[src/rtl/core/cpq_pkg.sv]
// Shared types, constants and helper functions for the cyclotomic Phi_pq reduction block.
// Self-contained; every other file in rtl/core imports it.
package cpq_pkg;

	// Sizing of the coefficient store and of the coefficient word.
	localparam int MAX_LEN    = 64;
	localparam int MAX_PRIME  = 8;
	localparam int COEFF_BITS = 32;
	localparam int BUF_LEN    = MAX_LEN + 2 * MAX_PRIME;
	localparam int ADDR_W     = $clog2(BUF_LEN);
	localparam int CNT_W      = $clog2(MAX_LEN + 1);
	localparam int BIT_CNT_W  = $clog2(COEFF_BITS);
	localparam int PRIME_W    = 4;
	localparam int DEG_W      = 6;
	localparam int REG_ADDR_W = 4;

	typedef logic [COEFF_BITS-1:0] coeff_t;
	typedef logic [ADDR_W-1:0]     addr_t;
	typedef logic [PRIME_W-1:0]    prime_t;
	typedef logic [DEG_W-1:0]      deg_t;
	typedef logic [CNT_W-1:0]      cnt_t;

	// Register indexes on the configuration port (word address paddr[3:2]).
	localparam logic [1:0] REG_MODULUS = 2'd0;
	localparam logic [1:0] REG_PRIME_A = 2'd1;
	localparam logic [1:0] REG_PRIME_B = 2'd2;

	localparam coeff_t MODULUS_RESET = coeff_t'(127);
	localparam prime_t PRIME_A_RESET = prime_t'(3);
	localparam prime_t PRIME_B_RESET = prime_t'(5);
	localparam prime_t MIN_PRIME_P   = prime_t'(2);
	localparam prime_t MAX_PRIME_P   = prime_t'(MAX_PRIME);
	localparam cnt_t   MAX_LEN_C     = cnt_t'(MAX_LEN);

	// Input and output beats.
	typedef struct packed {
		coeff_t coeff_in;
		logic   is_final;
	} in_beat_t;

	typedef struct packed {
		coeff_t coeff_out;
		deg_t   degree_out;
		logic   end_of_run;
		logic   overflow_flag;
	} out_beat_t;

	// Shared modular unit request.
	typedef enum logic [0:0] {
		ALU_ADD,
		ALU_SUB
	} alu_op_t;

	typedef struct packed {
		alu_op_t op;
		coeff_t  a;
		coeff_t  b;
		logic    cin;
	} alu_req_t;

	// Coefficient store command from the sequencer.
	typedef struct packed {
		logic   rd_en;
		addr_t  rd_lo;
		addr_t  rd_hi;
		logic   wr_en;
		addr_t  wr_addr;
		coeff_t wr_data;
		logic   clear;
	} mem_cmd_t;

	typedef enum logic [3:0] {
		ST_IDLE,
		ST_REM,
		ST_STORE,
		ST_SETUP,
		ST_RD,
		ST_OP1,
		ST_OP2,
		ST_EMIT_RD,
		ST_EMIT_PUT,
		ST_CLEAR
	} state_t;

	// The seven in-place passes, in the order they run.
	typedef enum logic [2:0] {
		PASS_MUL_P,
		PASS_MUL_Q,
		PASS_DIV_X1,
		PASS_FOLD,
		PASS_MUL_X1,
		PASS_DIV_Q,
		PASS_DIV_P
	} pass_t;

	typedef enum logic [1:0] {
		KIND_MUL,
		KIND_DIV,
		KIND_FOLD
	} kind_t;

	// Factors below two act as two, above the maximum act as the maximum.
	function automatic prime_t clamp_prime(prime_t v);
		prime_t r;
		r = v;
		if (v < MIN_PRIME_P) r = MIN_PRIME_P;
		else if (v > MAX_PRIME_P) r = MAX_PRIME_P;
		return r;
	endfunction

	// Number of reduced coefficients, (p-1)(q-1), for clamped factors.
	function automatic deg_t reduced_count(prime_t p, prime_t q);
		logic [2*PRIME_W-1:0] prod;
		prod = (p - prime_t'(1)) * (q - prime_t'(1));
		return prod[DEG_W-1:0];
	endfunction

	// A zero modulus acts as modulus one.
	function automatic coeff_t effective_modulus(coeff_t m);
		return (m == '0) ? coeff_t'(1) : m;
	endfunction

endpackage

[src/rtl/core/cpq_alu.sv]
// Shared modular add / subtract unit used for the input remainder and every pass.
// Depends on cpq_pkg for the request type and coefficient width.
module cpq_alu (
	input  cpq_pkg::alu_req_t req,
	input  cpq_pkg::coeff_t   modulus,
	output cpq_pkg::coeff_t   result
);
	import cpq_pkg::*;

	logic [COEFF_BITS:0] sum;
	logic [COEFF_BITS:0] sum_red;
	logic [COEFF_BITS:0] diff;
	coeff_t              diff_fix;

	// Sum with carry in; one conditional subtract brings it below the modulus.
	always_comb begin
		sum     = {1'b0, req.a} + {1'b0, req.b} + {{COEFF_BITS{1'b0}}, req.cin};
		sum_red = sum - {1'b0, modulus};
		diff    = {1'b0, req.a} - {1'b0, req.b};
		diff_fix = diff[COEFF_BITS-1:0] + modulus;
	end

	// Select the add or subtract result; a borrow adds the modulus back.
	always_comb begin
		unique case (req.op)
			ALU_ADD: begin
				result = (sum >= {1'b0, modulus}) ? sum_red[COEFF_BITS-1:0]
					: sum[COEFF_BITS-1:0];
			end
			ALU_SUB: begin
				result = diff[COEFF_BITS] ? diff_fix : diff[COEFF_BITS-1:0];
			end
			default: result = '0;
		endcase
	end

endmodule

[config.mk]
export PLATFORM = sky130hd
export DESIGN_NAME = cpq_alu
export DESIGN_NICKNAME = d
export VERILOG_FILES = /design/src/rtl/core/cpq_pkg.sv /design/src/rtl/core/cpq_alu.sv
export SDC_FILE = /design/constraint.sdc
export NUM_CORES = 1
export LEC_CHECK = 0
export ABC_CLOCK_PERIOD_IN_PS = 7440
export BUFFER_PORTS_ARGS = -buffer_cell sky130_fd_sc_hd__buf_4
export CAP_MARGIN = 20
export CORE_MARGIN = 1.5
export CORE_UTILIZATION = 35
export DETAILED_ROUTE_END_ITERATION = 10
export SYNTH_ARGS = -nofsm -noshare
export SYNTH_HDL_FRONTEND = slang
export SYNTH_SLANG_ARGS = --single-unit
export TNS_END_PERCENT = 20
[constraint.sdc]
create_clock -name vclk -period 7.44
set_input_delay 1.488 -clock vclk [all_inputs]
set_output_delay 1.488 -clock vclk [all_outputs]
set_load 0.1 [all_outputs]
# After elaboration in Yosys (flattened, before gate mapping)
# Index checks and enable logic that the tools add are counted.
[word_totals]
regBits = 0
input_bits = 98
out_inout_bits = 32
wordCells = 10
[op_classes]
n_addsub = 5
n_lt_le_gt_ge = 1
mux = 3
bitwise = 1
[op_table]
columns = ["cell", "n"]
rows = [
  ["2-to-1 mux 32 bit", 2],
  ["one-hot mux 32 bit (2 select lines)", 1],
  ["adder 32 x 32 -> 33 bit", 1],
  ["adder 33 x 1 -> 33 bit", 1],
  ["greater-or-equal comparator 33 x 32 -> 1 bit", 1],
  ["subtractor 32 x 32 -> 33 bit", 1],
  ["adder 32 bit", 1],
  ["subtractor 32 bit", 1],
  ["NOT 1 bit", 1],
]

# Logic depth before layout (Yosys ltp)
[depth]
ltp_word = 5
ltp_mapped = 24
mapped_depth_nobuf = 23

# Worst setup path before layout
# OpenSTA, ideal clock, no wires.
[synth_path]
path_kind = "input-to-output"
from = "in req[0] in the netlist's numbering"
to = "out result[28]"
t_arrival_ps = 7981
path_slack_ps = -2029
stages = 22
path_buffers = 1
cell_sequence = "fa_1 > inv_1 > fa_1 > o21ba_1 > nor4_1 > o31a_1 > o21ai_0 > o31a_1 > o211a_1 > o41ai_2 > xnor2_1 > ha_1 > a21oi_1 > o21ai_0 > o2111ai_1 > o311ai_0 > a21oi_4 > a31oi_1 > a311o_2 > buf_6 > and2_1 > a211oi_1"
[synth_via]
elab_chain_cells = 4
elab_cells_between_ends = 5
classes_between = "2 x add/sub; 1 x order compare; 2 x mux"
[synth_rtl]
columns = ["element", "line_no", "rtl"]
rows = [
  ["start: declaration", "cpq_alu.sv:4", "input cpq_pkg::alu_req_t req,"],
  ["adder 33 x 1 -> 33 bit (*)", "cpq_alu.sv:17", "sum = {1'b0, req.a} + {1'b0, req.b} + {{COEFF_BITS{1'b0}}, req.cin};"],
  ["subtractor 32 bit / greater-or-equal comparator 33 x 32 -> 1 bit (equally long branches)", "cpq_alu.sv:18, cpq_alu.sv:27", ""],
  ["2-to-1 mux 32 bit (*)", "cpq_alu.sv:27", "result = (sum >= {1'b0, modulus}) ? sum_red[COEFF_BITS-1:0]"],
  ["one-hot mux 32 bit (2 select lines) (*)", "cpq_alu.sv:25", "unique case (req.op)"],
  ["end: declaration", "cpq_alu.sv:6", "output cpq_pkg::coeff_t result"],
]
# Every way passes the cells marked *; elsewhere a longest branch is shown, timed or not.

# Final worst setup path
[layout_path]
from = "in req[0] in the netlist's numbering"
to = "out result[12]"
# Same word-level chain as after synthesis.

==> flow_summary_export.csv <==
group,metric,value,unit
run_status,status,"finished, violations left",
run_status,violations,"negative setup slack",
power_and_ir_drop,p_seq_frac,0,
power_and_ir_drop,p_sw_frac,0.562,
grt,grt_pass1_wl,45.3,mm
floorplanning,die_y,150,µm
min_path,hp-class,"input pin to output port",
setup_path,endpoint,"result[12]",
timing,period_needed,7.95,ns
floorplanning,core-area,21200,µm²
synthesis,synth_top_family_by_area,"compound AO/OA/AOI/OAI gates",
timing,fin_ws,-0.514,ns
floorplanning,rows,53,
timing,finalHoldViolations,0,
finish,multi_input_area,7550,µm²
grt,grt_remaining_overflow,0,
drt,vias_per_cell,5.33,
setup_path,startpoint_type,"input pin",
timing,fin_tns_setup,-12.90,ns
synthesis,synth-adder-area-share,0.221,
setup_path,slowest_stage,"a311o_2",
grt,grt_use_total,0.247,
finish,num-fill-cells,1956,
finish,clock_buffers,0,
clock_network,hold_buffers,0,
setup_path,critPathCaptureType,"output port",
grt,grt_max_degree,29,
finish,fin_nets,1760,
finish,flops_and_latches,0,
power_and_ir_drop,intPower,1.32,mW
power_and_ir_drop,powerDensity,248,nW/µm²
finish,final-seq-area,0,µm²
finish,drive_gt1_frac,0.361,
drt,dr.pass1.iters,5,
synthesis,yosysTopAreaCell,"ha_1",
placement,portBuffers,130,
power_and_ir_drop,switching_power,1.70,mW
setup_path,crit_start,"req[0]",
synthesis,syn_area,7590,µm²
power_and_ir_drop,clkPwrFrac,0,
synthesis,ys.warnings.count,0,
drt,ant_nets,0,
floorplanning,initial_core_util,0.359,
setup_path,arrival,6.47,ns
drt,route.vias.total,9613,
power_and_ir_drop,p_comb_frac,1.000,
synthesis,synthTopCellsByArea,"ha_1 21%, xnor2_1 8.1%, a21oi_1 7.9%, inv_1 5.3%, o21ai_0 5.1%",
timing,slew_headroom,0.349,
synthesis,synth_top_area_frac,0.208,
grt,antenna_found_initial,0,
timing,slew_viol_final,0,
placement,gp_congestion,0.921,
synthesis,synth_compound_area_frac,0.344,
drt,routed_wl,28.8,mm
placement,dp_hpwl,23.7,mm
grt,grt_pass1_vias,9093,
timing,setup_violations,32,
flow_run,drv_cap,0,
finish,area_growth,60.3,%
timing,tightest_slew,0.976,ns
synthesis,yosysUniqueCellTypes,76,
floorplanning,ioPinCount,130,
synthesis,seq_area_frac_synth,0,
power_and_ir_drop,p_leak,5.90,nW
setup_path,crit_required,5.95,ns
floorplanning,die_w,150,µm
setup_path,worst_path_most_repeated_cell,"buf_6",
timing,timing.fmax,0.126,GHz
drt,routedWlPerCell,16.0,µm
timing,rsz0062_at_grt,"true",
synthesis,synth-simple-area-share,0.206,
floorplanning,die_area,22600,µm²
setup_path,crit_fanout,4,
synthesis,muxShareOfSynthArea,0.0208,
drt,drc,0,
setup_path,critPathKind,"input pin to output port",
synthesis,synth_xor_xnor_area_share,0.125,
synthesis,synth_cells,1132,
timing,min_period_over_period,1.07,
synthesis,synth.avg_cell_area,6.71,µm²
setup_path,critPathMaxStageDelay,0.38,ns
synthesis,syn_nets,1361,
power_and_ir_drop,vdd_drop_max,0.161,mV
finish,antenna_cells,0,
power_and_ir_drop,p_total,3.01,mW
drt,dr.first_iter.drc_count,619,
-- timing repair --
action                                 4_1_cts  5_1_grt
buffers inserted                             9        9
setup endpoints to repair                   32       32
gates cloned                                 3        2
gates resized for setup                    119       41
endpoints found under the hold margin        0        0
pin swaps                                   23       11
-- routing by layer --
| layer | vias to the layer above | global-route usage | share of wire |
|---|---|---|---|
| li1 | 4889 | - | - |
| met3 | 24 | 0.0200 | 0.064 |
| met5 | - | 0 | 0 |
| met4 | 0 | 0.0201 | 0.011 |
| met2 | 293 | 0.383 | 0.43 |
| met1 | 4407 | 0.380 | 0.49 |
-- final cells by class --
type | count | share of cell area
repair buffers | 444 | 0.317
inverters | 109 | 0.0336
well taps | 275 | 0.0283
multi-input cells | 976 | 0.621
-- cell usage after synthesis (5+ instances only) --
library cell,n
a211o_1,6
a211oi_1,31
a21boi_0,9
a21o_1,22
a21oi_1,120
a311oi_1,5
a31oi_1,18
and2_1,9
and3_1,12
buf_2,14
clkbuf_1,27
fa_1,5
ha_1,126
inv_1,108
mux2i_1,12
nand2_1,70
nand2b_1,14
nand3_1,15
nand4_1,17
nor2_1,102
nor2b_1,18
nor3_1,25
nor4_1,5
o211ai_1,6
o21a_1,17
o21ai_0,77
o21ai_1,7
o21bai_1,16
o22ai_1,6
o31a_1,9
o31ai_1,9
or2_2,6
or3_1,11
or4_1,8
xnor2_1,70
xor2_1,38
-- cells in the final DEF, fill, tap and decap left out, types with 18 or more instances in the layout --
| cell | synthesis | routed |
|---|---|---|
| nor2_1 | 102 | 100 |
| a21oi_4 | 2 | 18 |
| nand2_1 | 70 | 65 |
| nor3_1 | 25 | 24 |
| buf_4 | 4 | 395 |
| a21oi_1 | 120 | 99 |
| o21ai_0 | 77 | 58 |
| ha_1 | 126 | 126 |
| a211oi_1 | 31 | 26 |
| inv_1 | 108 | 107 |
| xor2_1 | 38 | 38 |
| xnor2_1 | 70 | 67 |
| buf_12 | 0 | 31 |
| a21o_1 | 22 | 22 |
-- per-stage QoR --
stage / worst slack, ns / utilization / hold slack (ns) / cells / cell area (µm²)
floorplan: -0.569 / - / 3.39 / 1132 / 7960
global placement: -0.547 / 0.533 / 3.62 / 1781 / 11300
detailed placement: -0.653 / 0.533 / 3.62 / 1781 / 11300
CTS: -0.378 / 0.562 / 3.59 / 1793 / 11900
global route: -0.738 / 0.575 / 3.62 / 1804 / 12200
finish: -0.514 / 0.575 / 3.58 / 1804 / 12200
-- worst min path at each step --
stage / startpoint / endpoint / slack (ns) / cells past startpoint
floorplan: req[65] / result[30] / 3.39 / 3
global placement: req[65] / result[16] / 3.62 / 4
detailed placement: req[65] / result[16] / 3.62 / 4
CTS: req[65] / result[16] / 3.59 / 4
global route: req[65] / result[16] / 3.62 / 4
finish: req[65] / result[16] / 3.58 / 4
-- critical path, delay by kind of cell --
kind                     cells  cell delay (ns)
AO/OA/AOI/OAI               15             2.85
buffers and inverters        7             0.86
adder cells (fa/ha/maj)      3             0.86
AND/OR/NAND/NOR              2             0.21
XOR/XNOR                     1             0.19
-- cells by family (layout without fill, tap and decap cells) --
kind of cell | count (synthesis) | count (layout)
AO/OA/AOI/OAI | 400 | 400
XOR/XNOR | 108 | 108
adder cells (fa/ha/maj) | 131 | 131
buffers and inverters | 156 | 553
multiplexers | 15 | 15
AND/OR/NAND/NOR | 322 | 322
-- power by group through the flow --
stage | logic, mW | clock network, mW | registers (mW)
2_1_floorplan | 1.75 | 0 | 0
3_3_place_gp | 2.58 | 0 | 0
3_5_place_dp | 2.59 | 0 | 0
4_1_cts | 2.86 | 0 | 0
5_1_grt | 3.20 | 0 | 0
6_report | 3.01 | 0 | 0
(Power assumes the default switching activity.)
